==> src/rtl/three_band_gain_with_feedback_tail_top_defines.svh <==
// Assertion macros shared by the RTL of the three-band gain block
`ifndef THREE_BAND_GAIN_WITH_FEEDBACK_TAIL_TOP_DEFINES_SVH
`define THREE_BAND_GAIN_WITH_FEEDBACK_TAIL_TOP_DEFINES_SVH
`ifndef SYNTHESIS
`define TBG_ASSERT_IMPL(name, clk, rstn, ante, cons) \
    name: assert property (@(posedge clk) disable iff (!rstn) (ante) |-> (cons)) \
        else $error("tbg: implication check failed");
`define TBG_ASSERT_NEXT(name, clk, rstn, ante, cons) \
    name: assert property (@(posedge clk) disable iff (!rstn) (ante) |=> (cons)) \
        else $error("tbg: next-cycle check failed");
`else
`define TBG_ASSERT_IMPL(name, clk, rstn, ante, cons)
`define TBG_ASSERT_NEXT(name, clk, rstn, ante, cons)
`endif
`endif

==> src/rtl/tbg_pkg.sv <==
// Types, constants, microcode table and helpers for the three-band gain block
package tbg_pkg;

    localparam int STEP_W     = 5;
    localparam int SAMPLE_W   = 24;
    localparam int CFG_IDX_W  = 3;
    localparam int CFG_DATA_W = 17;
    localparam int GAIN_W     = 15;
    localparam int FB_W       = 16;
    localparam int TW_W       = 15;
    localparam int MIX_W      = 17;
    localparam int OG_W       = 15;
    localparam int FRAC_W     = 16;
    localparam int FILT_W     = 40;
    localparam int TAIL_W     = 48;
    localparam int WET_W      = 47;
    localparam int X_W        = 48;
    localparam int ACC_W      = 50;
    localparam int OPA_W      = 49;
    localparam int OPB_W      = 17;
    localparam int MLO_W      = 24;
    localparam int MHI_W      = OPA_W - MLO_W;
    localparam int MP_W       = MHI_W + OPB_W + 1;
    localparam int PROD_W     = 68;
    localparam int SUM_W      = 70;

    localparam logic [STEP_W-1:0] STEP_START = '0;

    localparam logic [OPB_W-1:0]  LOW_COEFF  = 17'd1860;
    localparam logic [OPB_W-1:0]  HIGH_COEFF = 17'd17669;
    localparam logic [GAIN_W-1:0] GAIN_MIN   = 15'd8192;
    localparam logic [GAIN_W-1:0] GAIN_MAX   = 15'd29491;
    localparam logic [FB_W-1:0]   FB_MAX     = 16'd60948;
    localparam logic [MIX_W-1:0]  MIX_MAX    = 17'd65536;

    localparam logic [GAIN_W-1:0] LOW_GAIN_RST    = 15'd16384;
    localparam logic [GAIN_W-1:0] MID_GAIN_RST    = 15'd16384;
    localparam logic [GAIN_W-1:0] HIGH_GAIN_RST   = 15'd16384;
    localparam logic [FB_W-1:0]   FEEDBACK_RST    = 16'd42598;
    localparam logic [TW_W-1:0]   TAIL_WEIGHT_RST = 15'd10322;
    localparam logic [MIX_W-1:0]  MIX_RST         = 17'd65536;
    localparam logic [OG_W-1:0]   OUT_GAIN_RST    = 15'd4096;

    localparam logic signed [PROD_W-1:0] RND14 = PROD_W'(1) << 13;
    localparam logic signed [PROD_W-1:0] RND16 = PROD_W'(1) << 15;
    localparam logic signed [PROD_W-1:0] RND28 = PROD_W'(1) << 27;

    typedef enum logic [CFG_IDX_W-1:0] {
        CFG_LOW_GAIN,
        CFG_MID_GAIN,
        CFG_HIGH_GAIN,
        CFG_FEEDBACK,
        CFG_TAIL_WEIGHT,
        CFG_MIX,
        CFG_OUT_GAIN
    } cfg_idx_t;

    typedef enum logic [1:0] {
        SEQ_NEXT,
        SEQ_WAIT_IN,
        SEQ_WAIT_OUT
    } seq_op_t;

    typedef enum logic [1:0] {
        MUL_NONE,
        MUL_LO,
        MUL_HI
    } mul_op_t;

    typedef enum logic [2:0] {
        A_DRY_MINUS_A,
        A_DRY_MINUS_B,
        A_FILT_A,
        A_B_MINUS_A,
        A_TAIL,
        A_X_MINUS_DRY,
        A_X
    } asel_t;

    typedef enum logic [3:0] {
        B_LOW_COEFF,
        B_HIGH_COEFF,
        B_LOW_GAIN,
        B_MID_GAIN,
        B_HIGH_GAIN,
        B_FEEDBACK,
        B_TAIL_WEIGHT,
        B_MIX,
        B_OUT_GAIN
    } bsel_t;

    typedef enum logic [3:0] {
        P_NONE,
        P_FILT_A,
        P_FILT_B,
        P_ACC_SET,
        P_ACC_ADD,
        P_TAIL,
        P_WET,
        P_MIX,
        P_OUT
    } post_op_t;

    typedef struct packed {
        seq_op_t             seq;
        mul_op_t             mul;
        asel_t               asel;
        bsel_t               bsel;
        post_op_t            post;
        logic [STEP_W-1:0]   target;
    } cw_t;

    typedef struct packed {
        logic in_valid;
        logic out_busy;
    } seq_stat_t;

    typedef struct packed {
        cw_t               cw;
        logic              go;
        logic [STEP_W-1:0] step;
    } seq_ctl_t;

    function automatic cw_t mk_cw(input seq_op_t seq, input mul_op_t mul, input asel_t asel,
                                  input bsel_t bsel, input post_op_t post);
        cw_t w;
        w.seq    = seq;
        w.mul    = mul;
        w.asel   = asel;
        w.bsel   = bsel;
        w.post   = post;
        w.target = STEP_START;
        return w;
    endfunction

    function automatic cw_t ucode(input logic [STEP_W-1:0] step);
        cw_t w;
        case (step)
            5'd0:  w = mk_cw(SEQ_WAIT_IN,  MUL_NONE, A_DRY_MINUS_A, B_LOW_COEFF,   P_NONE);
            5'd1:  w = mk_cw(SEQ_NEXT,     MUL_LO,   A_DRY_MINUS_A, B_LOW_COEFF,   P_NONE);
            5'd2:  w = mk_cw(SEQ_NEXT,     MUL_HI,   A_DRY_MINUS_A, B_LOW_COEFF,   P_NONE);
            5'd3:  w = mk_cw(SEQ_NEXT,     MUL_LO,   A_DRY_MINUS_B, B_HIGH_COEFF,  P_FILT_A);
            5'd4:  w = mk_cw(SEQ_NEXT,     MUL_HI,   A_DRY_MINUS_B, B_HIGH_COEFF,  P_NONE);
            5'd5:  w = mk_cw(SEQ_NEXT,     MUL_LO,   A_FILT_A,      B_LOW_GAIN,    P_FILT_B);
            5'd6:  w = mk_cw(SEQ_NEXT,     MUL_HI,   A_FILT_A,      B_LOW_GAIN,    P_NONE);
            5'd7:  w = mk_cw(SEQ_NEXT,     MUL_LO,   A_B_MINUS_A,   B_MID_GAIN,    P_ACC_SET);
            5'd8:  w = mk_cw(SEQ_NEXT,     MUL_HI,   A_B_MINUS_A,   B_MID_GAIN,    P_NONE);
            5'd9:  w = mk_cw(SEQ_NEXT,     MUL_LO,   A_DRY_MINUS_B, B_HIGH_GAIN,   P_ACC_ADD);
            5'd10: w = mk_cw(SEQ_NEXT,     MUL_HI,   A_DRY_MINUS_B, B_HIGH_GAIN,   P_NONE);
            5'd11: w = mk_cw(SEQ_NEXT,     MUL_LO,   A_TAIL,        B_FEEDBACK,    P_ACC_ADD);
            5'd12: w = mk_cw(SEQ_NEXT,     MUL_HI,   A_TAIL,        B_FEEDBACK,    P_NONE);
            5'd13: w = mk_cw(SEQ_NEXT,     MUL_NONE, A_TAIL,        B_FEEDBACK,    P_TAIL);
            5'd14: w = mk_cw(SEQ_NEXT,     MUL_LO,   A_TAIL,        B_TAIL_WEIGHT, P_NONE);
            5'd15: w = mk_cw(SEQ_NEXT,     MUL_HI,   A_TAIL,        B_TAIL_WEIGHT, P_NONE);
            5'd16: w = mk_cw(SEQ_NEXT,     MUL_NONE, A_TAIL,        B_TAIL_WEIGHT, P_WET);
            5'd17: w = mk_cw(SEQ_NEXT,     MUL_LO,   A_X_MINUS_DRY, B_MIX,         P_NONE);
            5'd18: w = mk_cw(SEQ_NEXT,     MUL_HI,   A_X_MINUS_DRY, B_MIX,         P_NONE);
            5'd19: w = mk_cw(SEQ_NEXT,     MUL_NONE, A_X_MINUS_DRY, B_MIX,         P_MIX);
            5'd20: w = mk_cw(SEQ_NEXT,     MUL_LO,   A_X,           B_OUT_GAIN,    P_NONE);
            5'd21: w = mk_cw(SEQ_NEXT,     MUL_HI,   A_X,           B_OUT_GAIN,    P_NONE);
            5'd22: w = mk_cw(SEQ_WAIT_OUT, MUL_NONE, A_X,           B_OUT_GAIN,    P_OUT);
            default: w = mk_cw(SEQ_WAIT_OUT, MUL_NONE, A_X, B_OUT_GAIN, P_NONE);
        endcase
        return w;
    endfunction

    function automatic logic signed [SUM_W-1:0] sat_sum(input logic signed [SUM_W-1:0] v,
                                                        input int unsigned bits);
        logic signed [SUM_W-1:0] hi;
        logic signed [SUM_W-1:0] lo;
        hi = $signed((SUM_W'(1) << (bits - 1)) - SUM_W'(1));
        lo = ~hi;
        if (v > hi) begin
            return hi;
        end
        if (v < lo) begin
            return lo;
        end
        return v;
    endfunction

    function automatic logic [GAIN_W-1:0] clamp_gain(input logic [GAIN_W-1:0] v);
        if (v < GAIN_MIN) begin
            return GAIN_MIN;
        end
        if (v > GAIN_MAX) begin
            return GAIN_MAX;
        end
        return v;
    endfunction

endpackage

==> src/rtl/tbg_seq.sv <==
// Microcode sequencer: step counter, control store and conditional jumps
module tbg_seq
    import tbg_pkg::*;
(
    input  logic      aclk,
    input  logic      aresetn,
    input  seq_stat_t stat,
    output seq_ctl_t  ctl
);

    logic [STEP_W-1:0] step_reg;
    logic [STEP_W-1:0] step_next;
    cw_t               cw;
    logic              go;

    assign cw = ucode(step_reg);

    always_comb begin
        step_next = step_reg;
        go        = 1'b0;
        case (cw.seq)
            SEQ_NEXT: begin
                go        = 1'b1;
                step_next = step_reg + STEP_W'(1);
            end
            SEQ_WAIT_IN: begin
                go = stat.in_valid;
                if (stat.in_valid) begin
                    step_next = step_reg + STEP_W'(1);
                end
            end
            SEQ_WAIT_OUT: begin
                go = !stat.out_busy;
                if (!stat.out_busy) begin
                    step_next = cw.target;
                end
            end
            default: begin
                step_next = STEP_START;
            end
        endcase
    end

    always_ff @(posedge aclk) begin
        if (!aresetn) begin
            step_reg <= STEP_START;
        end else begin
            step_reg <= step_next;
        end
    end

    assign ctl.cw   = cw;
    assign ctl.go   = go;
    assign ctl.step = step_reg;

endmodule

==> src/rtl/three_band_gain_with_feedback_tail_top.sv <==
// Three-band gain with feedback tail: top level with datapath and output register
//
//  channel  | dir | handshake          | payload
//  ---------+-----+--------------------+--------------------------------------------
//  input    | in  | s_tvalid/s_tready  | s_tdata: sample; s_tuser: channel, block_start
//  result   | out | m_tvalid/m_tready  | m_tdata: processed; m_tuser: out_channel
//  config   | in  | cfg_we             | cfg_index, cfg_wdata
//
//  A word is accepted at the first microcode step and its result is registered at the
//  last; the next word is not taken before then. The pace is set by the single 25x18
//  multiplier, which makes nine products in two passes each under microcode.
//  Reset is synchronous, active low, and clears the filter and tail state.
//  A waiting result holds the sequencer in its last step; input is taken meanwhile
//  only once that result has been loaded into the output register.
`include "three_band_gain_with_feedback_tail_top_defines.svh"
module three_band_gain_with_feedback_tail_top
    import tbg_pkg::*;
(
    input  logic                  aclk,
    input  logic                  aresetn,
    input  logic                  s_tvalid,
    output logic                  s_tready,
    input  logic [SAMPLE_W-1:0]   s_tdata,   // [23:0] sample
    input  logic [1:0]            s_tuser,   // [0] channel, [1] block_start
    output logic                  m_tvalid,
    input  logic                  m_tready,
    output logic [SAMPLE_W-1:0]   m_tdata,   // [23:0] processed
    output logic                  m_tuser,   // [0] out_channel
    input  logic                  cfg_we,
    input  logic [CFG_IDX_W-1:0]  cfg_index,
    input  logic [CFG_DATA_W-1:0] cfg_wdata
);

    logic [GAIN_W-1:0] low_gain_reg;
    logic [GAIN_W-1:0] mid_gain_reg;
    logic [GAIN_W-1:0] high_gain_reg;
    logic [FB_W-1:0]   feedback_reg;
    logic [TW_W-1:0]   tail_weight_reg;
    logic [MIX_W-1:0]  mix_reg;
    logic [OG_W-1:0]   out_gain_reg;

    logic signed [FILT_W-1:0] low_filter_reg  [2];
    logic signed [FILT_W-1:0] high_filter_reg [2];
    logic signed [TAIL_W-1:0] tail_accum_reg  [2];

    logic signed [FILT_W-1:0] dry_reg, dry_next;
    logic signed [FILT_W-1:0] a_reg, a_next;
    logic signed [FILT_W-1:0] b_reg, b_next;
    logic signed [TAIL_W-1:0] t_reg, t_next;
    logic signed [ACC_W-1:0]  acc_reg, acc_next;
    logic signed [X_W-1:0]    x_reg, x_next;
    logic                     ch_reg, ch_next;
    logic signed [PROD_W-1:0] prod_reg, prod_next;
    logic signed [MHI_W-1:0]  ahi_reg, ahi_next;
    logic [OPB_W-1:0]         bop_reg, bop_next;
    logic                     m_tvalid_reg, m_tvalid_next;
    logic [SAMPLE_W-1:0]      m_tdata_reg, m_tdata_next;
    logic                     m_tuser_reg, m_tuser_next;

    seq_stat_t seq_stat;
    seq_ctl_t  seq_ctl;
    cw_t       cw;

    logic                     in_acc;
    logic                     out_load;
    logic                     tail_wr;
    logic signed [OPA_W-1:0]  opa;
    logic [OPB_W-1:0]         opb;
    logic signed [MHI_W-1:0]  mul_x;
    logic signed [OPB_W:0]    mul_y;
    logic signed [MP_W-1:0]   mul_p;
    logic signed [PROD_W-1:0] r14, r16, r28;
    logic signed [SUM_W-1:0]  post_sum;

    assign seq_stat.in_valid = s_tvalid;
    assign seq_stat.out_busy = m_tvalid_reg && !m_tready;

    tbg_seq u_seq (
        .aclk    (aclk),
        .aresetn (aresetn),
        .stat    (seq_stat),
        .ctl     (seq_ctl)
    );

    assign cw       = seq_ctl.cw;
    assign s_tready = (cw.seq == SEQ_WAIT_IN);
    assign in_acc   = s_tvalid && s_tready;
    assign out_load = seq_ctl.go && (cw.post == P_OUT);
    assign tail_wr  = seq_ctl.go && (cw.post == P_TAIL);

    always_comb begin
        case (cw.asel)
            A_DRY_MINUS_A: opa = OPA_W'(dry_reg) - OPA_W'(a_reg);
            A_DRY_MINUS_B: opa = OPA_W'(dry_reg) - OPA_W'(b_reg);
            A_FILT_A:      opa = OPA_W'(a_reg);
            A_B_MINUS_A:   opa = OPA_W'(b_reg) - OPA_W'(a_reg);
            A_TAIL:        opa = OPA_W'(t_reg);
            A_X_MINUS_DRY: opa = OPA_W'(x_reg) - OPA_W'(dry_reg);
            A_X:           opa = OPA_W'(x_reg);
            default:       opa = '0;
        endcase
        case (cw.bsel)
            B_LOW_COEFF:   opb = LOW_COEFF;
            B_HIGH_COEFF:  opb = HIGH_COEFF;
            B_LOW_GAIN:    opb = OPB_W'(low_gain_reg);
            B_MID_GAIN:    opb = OPB_W'(mid_gain_reg);
            B_HIGH_GAIN:   opb = OPB_W'(high_gain_reg);
            B_FEEDBACK:    opb = OPB_W'(feedback_reg);
            B_TAIL_WEIGHT: opb = OPB_W'(tail_weight_reg);
            B_MIX:         opb = mix_reg;
            B_OUT_GAIN:    opb = OPB_W'(out_gain_reg);
            default:       opb = '0;
        endcase
    end

    // low half unsigned on the first pass, signed high half on the second
    assign mul_x = (cw.mul == MUL_LO) ? $signed({1'b0, opa[MLO_W-1:0]}) : ahi_reg;
    assign mul_y = $signed({1'b0, ((cw.mul == MUL_LO) ? opb : bop_reg)});
    assign mul_p = mul_x * mul_y;

    assign r14 = (prod_reg + RND14) >>> 14;
    assign r16 = (prod_reg + RND16) >>> 16;
    assign r28 = (prod_reg + RND28) >>> 28;

    always_comb begin
        case (cw.post)
            P_FILT_A:  post_sum = sat_sum(SUM_W'(a_reg) + SUM_W'(r16), FILT_W);
            P_FILT_B:  post_sum = sat_sum(SUM_W'(b_reg) + SUM_W'(r16), FILT_W);
            P_ACC_SET: post_sum = SUM_W'(r14);
            P_ACC_ADD: post_sum = SUM_W'(acc_reg) + SUM_W'(r14);
            P_TAIL:    post_sum = sat_sum(SUM_W'(acc_reg) + SUM_W'(r16), TAIL_W);
            P_WET:     post_sum = sat_sum(SUM_W'(acc_reg) + SUM_W'(r16), WET_W);
            P_MIX:     post_sum = SUM_W'(dry_reg) + SUM_W'(r16);
            P_OUT:     post_sum = sat_sum(SUM_W'(r28), SAMPLE_W);
            default:   post_sum = '0;
        endcase
    end

    always_comb begin
        dry_next      = dry_reg;
        a_next        = a_reg;
        b_next        = b_reg;
        t_next        = t_reg;
        acc_next      = acc_reg;
        x_next        = x_reg;
        ch_next       = ch_reg;
        prod_next     = prod_reg;
        ahi_next      = ahi_reg;
        bop_next      = bop_reg;
        m_tdata_next  = m_tdata_reg;
        m_tuser_next  = m_tuser_reg;
        m_tvalid_next = m_tvalid_reg && !m_tready;

        if (in_acc) begin
            dry_next = $signed({s_tdata, {FRAC_W{1'b0}}});
            ch_next  = s_tuser[0];
            a_next   = s_tuser[1] ? '0 : low_filter_reg[s_tuser[0]];
            b_next   = s_tuser[1] ? '0 : high_filter_reg[s_tuser[0]];
            t_next   = tail_accum_reg[s_tuser[0]];
        end

        if (seq_ctl.go) begin
            case (cw.mul)
                MUL_LO: begin
                    prod_next = PROD_W'(mul_p);
                    ahi_next  = opa[OPA_W-1:MLO_W];
                    bop_next  = opb;
                end
                MUL_HI: begin
                    prod_next = prod_reg + (PROD_W'(mul_p) <<< MLO_W);
                end
                default: begin
                    prod_next = prod_reg;
                end
            endcase
            case (cw.post)
                P_FILT_A:  a_next   = FILT_W'(post_sum);
                P_FILT_B:  b_next   = FILT_W'(post_sum);
                P_ACC_SET: acc_next = ACC_W'(post_sum);
                P_ACC_ADD: acc_next = ACC_W'(post_sum);
                P_TAIL:    t_next   = TAIL_W'(post_sum);
                P_WET:     x_next   = X_W'(post_sum);
                P_MIX:     x_next   = X_W'(post_sum);
                P_OUT: begin
                    m_tdata_next  = post_sum[SAMPLE_W-1:0];
                    m_tuser_next  = ch_reg;
                    m_tvalid_next = 1'b1;
                end
                default: begin
                    acc_next = acc_reg;
                end
            endcase
        end
    end

    always_ff @(posedge aclk) begin
        dry_reg     <= dry_next;
        a_reg       <= a_next;
        b_reg       <= b_next;
        t_reg       <= t_next;
        acc_reg     <= acc_next;
        x_reg       <= x_next;
        ch_reg      <= ch_next;
        prod_reg    <= prod_next;
        ahi_reg     <= ahi_next;
        bop_reg     <= bop_next;
        m_tdata_reg <= m_tdata_next;
        m_tuser_reg <= m_tuser_next;
    end

    always_ff @(posedge aclk) begin
        if (!aresetn) begin
            m_tvalid_reg <= 1'b0;
        end else begin
            m_tvalid_reg <= m_tvalid_next;
        end
    end

    // write back filters and tail once the tail is settled
    always_ff @(posedge aclk) begin
        if (!aresetn) begin
            for (int i = 0; i < 2; i++) begin
                low_filter_reg[i]  <= '0;
                high_filter_reg[i] <= '0;
                tail_accum_reg[i]  <= '0;
            end
        end else if (tail_wr) begin
            low_filter_reg[ch_reg]  <= a_reg;
            high_filter_reg[ch_reg] <= b_reg;
            tail_accum_reg[ch_reg]  <= t_next;
        end
    end

    // clamp gains, feedback and mix on write; tail weight and output gain are stored as written
    always_ff @(posedge aclk) begin
        if (!aresetn) begin
            low_gain_reg    <= LOW_GAIN_RST;
            mid_gain_reg    <= MID_GAIN_RST;
            high_gain_reg   <= HIGH_GAIN_RST;
            feedback_reg    <= FEEDBACK_RST;
            tail_weight_reg <= TAIL_WEIGHT_RST;
            mix_reg         <= MIX_RST;
            out_gain_reg    <= OUT_GAIN_RST;
        end else if (cfg_we) begin
            case (cfg_idx_t'(cfg_index))
                CFG_LOW_GAIN:    low_gain_reg  <= clamp_gain(cfg_wdata[GAIN_W-1:0]);
                CFG_MID_GAIN:    mid_gain_reg  <= clamp_gain(cfg_wdata[GAIN_W-1:0]);
                CFG_HIGH_GAIN:   high_gain_reg <= clamp_gain(cfg_wdata[GAIN_W-1:0]);
                CFG_FEEDBACK: begin
                    feedback_reg <= (cfg_wdata[FB_W-1:0] > FB_MAX) ? FB_MAX
                                                                   : cfg_wdata[FB_W-1:0];
                end
                CFG_TAIL_WEIGHT: tail_weight_reg <= cfg_wdata[TW_W-1:0];
                CFG_MIX: begin
                    mix_reg <= (cfg_wdata[MIX_W-1:0] > MIX_MAX) ? MIX_MAX
                                                                : cfg_wdata[MIX_W-1:0];
                end
                CFG_OUT_GAIN:    out_gain_reg <= cfg_wdata[OG_W-1:0];
                default: begin
                    out_gain_reg <= out_gain_reg;
                end
            endcase
        end
    end

    assign m_tvalid = m_tvalid_reg;
    assign m_tdata  = m_tdata_reg;
    assign m_tuser  = m_tuser_reg;

    `TBG_ASSERT_IMPL(a_accept_at_start, aclk, aresetn, in_acc, seq_ctl.step == STEP_START)
    `TBG_ASSERT_IMPL(a_no_overwrite, aclk, aresetn, out_load, !m_tvalid_reg || m_tready)
    `TBG_ASSERT_NEXT(a_load_sets_valid, aclk, aresetn, out_load, m_tvalid_reg)
    `TBG_ASSERT_NEXT(a_channel_held, aclk, aresetn, seq_ctl.step != STEP_START, $stable(ch_reg))

endmodule
==> config.mk <==
export PLATFORM = sky130hd
export DESIGN_NAME = three_band_gain_with_feedback_tail_top
export DESIGN_NICKNAME = d
export VERILOG_FILES = /design/src/rtl/tbg_pkg.sv /design/src/rtl/tbg_seq.sv /design/src/rtl/three_band_gain_with_feedback_tail_top.sv
export VERILOG_INCLUDE_DIRS = /design/src /design/src/rtl
export SDC_FILE = /design/constraint.sdc
export NUM_CORES = 2
export LEC_CHECK = 0
export BUFFER_PORTS_ARGS = -buffer_cell sky130_fd_sc_hd__buf_2
export CORE_UTILIZATION = 38
export CTS_CLUSTER_DIAMETER = 100
export DETAILED_ROUTE_END_ITERATION = 16
export PLACE_DENSITY = 0.49
export SYNTH_ARGS = -nofsm -noshare
export SYNTH_HDL_FRONTEND = slang
export SYNTH_SLANG_ARGS = --single-unit
==> constraint.sdc <==
create_clock -name aclk -period 15.15 [get_ports aclk]
set_clock_uncertainty 0.2 [all_clocks]
set_input_delay 1.515 -clock aclk [delete_from_list [all_inputs] [get_ports aclk]]
set_output_delay 1.515 -clock aclk [all_outputs]
set_load 0.005 [all_outputs]
-- Word level (Yosys, flattened, before mapping)
Memories as Yosys holds them, arrays and structs flattened. A register that Yosys moved wholly into a read port is not among the register bits.
Index checks and enable logic that the tools add are counted.
- bits in registers: 500
- bits in writable memories: 256
- memory bits (read-only): 480
- output and inout port bits: 27
- logic and storage cells: 232
- memories kept: 4
- add/subtract/negate cells: 14
- multiply operators: 1
- magnitude comparators: 14
- equal/unequal tests: 34
- muxes and demuxes: 116
- reductions and logical operators: 28
- memories (memory ; words ; bits a word ; read ports ; clocked after Yosys merged registers in ; write ports ; line ; source):
    (no name shown) ; 32 ; 15 ; 1 ; 1 ; 0 ; tbg_pkg.sv:138 ; case (step)
    tail_accum_reg ; 2 ; 48 ; 1 ; 0 ; 2 ; three_band_gain_with_feedback_tail_top.sv:44 ; logic signed [TAIL_W-1:0] tail_accum_reg [2];
    high_filter_reg ; 2 ; 40 ; 1 ; 0 ; 2 ; three_band_gain_with_feedback_tail_top.sv:43 ; logic signed [FILT_W-1:0] high_filter_reg [2];
    low_filter_reg ; 2 ; 40 ; 1 ; 0 ; 2 ; three_band_gain_with_feedback_tail_top.sv:42 ; logic signed [FILT_W-1:0] low_filter_reg [2];
- operators by type and width (kind ; count):
    two-way mux 50 bit ; 20
    two-way mux 40 bit ; 10
    one-hot mux 50 bit (7 select lines) ; 1
    one-hot mux 49 bit (7 select lines) ; 1
    two-way mux 48 bit ; 4
    one-hot mux 17 bit (9 select lines) ; 1
    one-hot mux 68 bit (2 select lines) ; 1
    subtractor 40 x 40 -> 41 bit ; 3
    two-way mux 15 bit ; 8
    adder 40 x 52 -> 53 bit ; 2
    greater-than comparator 53 x 40 -> 1 bit, second input constant ; 2
    less-than comparator 53 x 40 -> 1 bit, second input constant ; 2
    OR reduction 40 bit ; 2
    adder 68 x 17 -> 68 bit, second input constant ; 1
    adder 68 x 29 -> 68 bit, second input constant ; 1
    adder 68 x 67 -> 68 bit ; 1
    adder 64 x 15 -> 64 bit, second input constant ; 1
    two-way mux 1 bit ; 60
    adder 50 x 52 -> 53 bit ; 1
    greater-than comparator 53 x 47 -> 1 bit, second input constant ; 1
    greater-than comparator 53 x 48 -> 1 bit, second input constant ; 1
    less-than comparator 53 x 47 -> 1 bit, second input constant ; 1
    less-than comparator 53 x 48 -> 1 bit, second input constant ; 1
    adder 40 x 50 -> 50 bit ; 1
    other kinds (35) ; 80

-- Depth between registers and ports, before layout
- depth in word-level cells: 13
- gate-level depth with buffers: 50
- gate-level depth less buffers: 50

-- Hierarchy
A second synthesis with hierarchy kept.
- cells, all modules: 8796
- area total of the unflattened synthesis: 75507.4 um^2
- by module, submodules not included (module ; times used ; cells each ; area each (um^2) ; sequential area each (um^2)):
    three_band_gain_with_feedback_tail_top ; 1 ; 8667 ; 74307.5 ; 19789.0
    tbg_seq ; 1 ; 129 ; 1199.9 ; 400.4

-- Worst setup path before layout
No wires, ideal clock.
- path type: register to register
- from: register a_reg[4]
- to: register prod_reg[65], data pin
- setup time: 0.254 ns
- arrival: 10.915 ns
- setup slack: 3.781 ns
- stages on the path, launching flop included: 49
- path buffers: 2
- cell sequence: dfxtp_1 -> clkbuf_1 -> inv_1 -> ha_1 -> a21o_1 -> a21o_1 -> or2_2 -> a21o_1 -> a21oi_1 -> xnor2_1 -> a221oi_1 -> o2bb2ai_1 -> clkbuf_1 -> nand2_1 -> fa_1 -> fa_1 -> inv_1 -> fa_1 -> (+13 left out) -> a21o_1 -> a21o_1 -> a21oi_1 -> xnor2_1 -> ha_1 -> and3_1 -> a221oi_1 -> o21ai_0 -> and3_1 -> a221o_1 -> o41a_1 -> a21oi_1 -> o21ai_0 -> o21a_1 -> nor2_1 -> o31ai_1 -> xor2_1 -> a21o_1
- longest elaborated chain between the ends: 6
- RTL lines (item ; line ; source):
    from (decl) ; three_band_gain_with_feedback_tail_top.sv:47 ; logic signed [FILT_W-1:0] a_reg, a_next;
    from (signal assigned) ; three_band_gain_with_feedback_tail_top.sv:198 ; a_reg <= a_next;
    subtractor 40 x 40 -> 41 bit, on equally long branches ; three_band_gain_with_feedback_tail_top.sv:96, three_band_gain_with_feedback_tail_top.sv:93 ;
    one-hot mux 49 bit (7 select lines) * ; three_band_gain_with_feedback_tail_top.sv:92 ; case (cw.asel)
    two-way mux 25 bit * ; three_band_gain_with_feedback_tail_top.sv:117 ; assign mul_x = (cw.mul == MUL_LO) ? $signed({1'b0, opa[MLO_W-1:0]}) : ahi_reg;
    multiplier 25 x 18 -> 43 bit * ; three_band_gain_with_feedback_tail_top.sv:119 ; assign mul_p = mul_x * mul_y;
    adder 68 x 67 -> 68 bit ; three_band_gain_with_feedback_tail_top.sv:170 ; prod_next = prod_reg + (PROD_W'(mul_p) <<< MLO_W);
    one-hot mux 68 bit (2 select lines) * ; three_band_gain_with_feedback_tail_top.sv:163 ; case (cw.mul)
    to (signal assigned) ; three_band_gain_with_feedback_tail_top.sv:204 ; prod_reg <= prod_next;
    to (decl) ; three_band_gain_with_feedback_tail_top.sv:53 ; logic signed [PROD_W-1:0] prod_reg, prod_next;
Mark *: on every way between the ends. The rest lies on a longest branch, timed or not.
A chain may end at the register's enable or synchronous reset.

-- Worst setup path in the final report
- from: register b_reg[0]
- to: register prod_reg[66], data pin
- longest elaborated chain between the ends: 6
- RTL lines (item ; line ; source):
    from (decl) ; three_band_gain_with_feedback_tail_top.sv:48 ; logic signed [FILT_W-1:0] b_reg, b_next;
    from (signal assigned) ; three_band_gain_with_feedback_tail_top.sv:199 ; b_reg <= b_next;
    subtractor 40 x 40 -> 41 bit, on equally long branches ; three_band_gain_with_feedback_tail_top.sv:96, three_band_gain_with_feedback_tail_top.sv:94 ;
    one-hot mux 49 bit (7 select lines) * ; three_band_gain_with_feedback_tail_top.sv:92 ;
    two-way mux 25 bit * ; three_band_gain_with_feedback_tail_top.sv:117 ;
    multiplier 25 x 18 -> 43 bit * ; three_band_gain_with_feedback_tail_top.sv:119 ;
    adder 68 x 67 -> 68 bit ; three_band_gain_with_feedback_tail_top.sv:170 ;
    one-hot mux 68 bit (2 select lines) * ; three_band_gain_with_feedback_tail_top.sv:163 ;
Marks and branches as above.

==> results.sh <==
export IMPL_max_freq_mhz=75.9
export IMPL_finalHoldViolCount=0
export IMPL_endpoint_kind="flop"
export IMPL_period_minus_slack_ps=13170
export IMPL_yosys_warnings=0
export IMPL_postSynthAreaPerCell_sq_um=8.61
export IMPL_synth_flop_cell="edfxtp_1"
export IMPL_worst_pin_slew_ps=1310
export IMPL_grt_max_degree=111
export IMPL_areaGrowthSynthToFinish_pct=9.56
export IMPL_synth_common_cells="nor2_1 (834), inv_1 (808), nand2_1 (790)"
export IMPL_cpLargestDelayFamily="adder cells"
export IMPL_hpwlAfterDp_um=267000
export IMPL_grt_overflow_total=0
export IMPL_start_util_pct=38.2
export IMPL_viasPerCell=5.97
export IMPL_fin_nets=9609
export IMPL_synth_top_area_cell="edfxtp_1"
export IMPL_hold_depth=2
export IMPL_post_route_period_util_pct=86.9
export IMPL_ys_seq_area_share_pct=27.1
export IMPL_r2r_slack_ps=1980
export IMPL_cts_sinks=758
export IMPL_async_flop_share_pct=0
export IMPL_dr_total_vias=67700
export IMPL_whs_ps=269
export IMPL_rsz0062_at_grt="no"
export IMPL_place_congestion=0.977
export IMPL_grt_pass1_vias=64300
export IMPL_portBuffers=77
export IMPL_synth_most_common_cell="nor2_1"
export IMPL_synth_edf_count=501
export IMPL_post_cts_resized=0
export IMPL_design_die_area_sq_mm=0.198
export IMPL_critPathMaxFanout=17
export IMPL_cp_num_cells=46
export IMPL_maxSlewViolCount=0
export IMPL_hold_path_class="flop to flop"
export IMPL_finalSetupTns_ps=0
export IMPL_crit_buf_inv=6
export IMPL_crit_required_ps=15450
export IMPL_max_stage_delay_ps=680
export IMPL_synth_cells=8654
export IMPL_critPathSlowestCell="a211oi_1"
export IMPL_reg2reg_depth=46
export IMPL_num_io_pins=78
export IMPL_dpl_cell_area_sq_mm=0.0783
export IMPL_netlist_area_leader_share_pct=20.2
export IMPL_root_buffer="clkbuf_16"
export IMPL_stdcell_area_sq_mm=0.0816
export IMPL_synth_area_sq_mm=0.0745
export IMPL_critPathKind="flop to flop"
export IMPL_clk_insertion_delay_late_ps=780
export IMPL_wl_um=333000
export IMPL_drv_cap=0
export IMPL_dr_pass1_iters=6
export IMPL_htreeDepth=3
export IMPL_cts_tree="yes"
export IMPL_grt_usage_pct=32.8
export IMPL_die_h_um=445
export IMPL_largest_reg_flops=96
export IMPL_relSlewSlack_pct=11.7
export IMPL_route_detailed_drc=0
export IMPL_rows=162
export IMPL_wl_per_cell_um=29.4
export IMPL_cts_hold_buf=0
export IMPL_synth_fp_nets=9652
export IMPL_cpMostUsedCell="fa_1"
export IMPL_start_kind="flop"
export IMPL_synth_seq_cells=758
export IMPL_clk_path_buf_depth=3
export IMPL_grt_pass1_wl_um=471000
export IMPL_post_cts_buffers=0
export IMPL_netlist_top_cells_area="edfxtp_1 (20%), fa_1 (11%), ha_1 (8.8%)"
export IMPL_layout_drive_gt1_share_pct=7.56
export IMPL_postRouteAntennaNets=0
export IMPL_finalSetupViolCount=0
export IMPL_core_sq_mm=0.195
export IMPL_synth_cell_type_count=106
export IMPL_cts_made_buffers=97
export IMPL_die_w_um=445
export IMPL_nFillCells=19600
export IMPL_worstPathArrival_ps=13470
export IMPL_drtIter0Drc=7056
export IMPL_clk_pin_slew_worst_paths_ps=60
export IMPL_antenna_found_initial=23
export IMPL_status="finished clean"
[placed cells by master, fill, tap and decap left out, drive strengths merged, types with 56 or more instances in the layout]
master,Yosys,final
dfxtp,257,257
edfxtp,501,501
a211oi,128,128
nand2b,100,100
buf,60,272
nand2,790,790
and2,120,120
inv,813,825
a21o,224,224
fa,424,424
o21ai,424,424
a21boi,90,90
nor3,194,194
nand3,173,173
nor2,834,834
o211ai,106,106
o21bai,92,92
a31oi,63,63
clkbuf,355,135
and3,62,62
mux2i,166,166
xor2,187,187
nor2b,98,98
o21a,63,63
a22oi,79,79
a21oi,623,623
xnor2,360,360
mux2,56,56
ha,523,523
nand4,102,102
[logic make-up after synthesis]
kind of cell / after synthesis / share of synthesized area [%]
and+or+nand+nor: 2693 / 16.9
AOI/OAI and AO/OA: 2251 / 20.0
buffers and inverters: 1235 / 6.30
adders and majority gates: 947 / 20.2
DFF: 758 / 27.1
xor gates and xnor gates: 547 / 6.43
muxes: 223 / 3.11
[stage by stage]
step | instances | utilization (%) | setup WS [ps]
finish | 11300 | 41.9 | 1980
global route | 11300 | 41.9 | 1400
CTS | 11300 | 41.9 | 2030
floorplan | 8654 | - | 3780
detailed placement | 11100 | 40.2 | 2080
global placement | 11100 | 40.2 | 2160
[tightest hold or removal path, cell delays in order, from the launching register on]
cell and delay, ps:
dfxtp_1 310, nand2_1 50, a21boi_0 60
[layer usage]
layer	GRT usage [%]	share of wire, %
met1	47.5	46
met2	50.3	44
met3	3.77	6.5
met4	11.3	3.7
met5	0	0.014
[worst paths after layout]
path	from	to
hold reg to reg	low_gain_reg[10]	low_gain_reg[10]
setup / recovery	b_reg[0]	prod_reg[66]
hold / removal	low_gain_reg[10]	low_gain_reg[10]
setup reg to reg	b_reg[0]	prod_reg[66]
[area by class of cell]
cell class              instances  area, sq um  share of cell area, %
clock buffers                 134         2780                   3.41
inverters                     820         3080                   3.77
diodes                         16         40.0                 0.0491
repair buffers                273         1870                   2.29
multi-input cells            6661        49900                   61.1
clock inverters                49          512                  0.627
flip-flops and latches        758        20200                   24.7
well taps                    2624         3280                   4.02
Power is left out: the tool's default activity adds up to more than one toggle a clock period on the data nets, which glitch-free logic cannot reach.
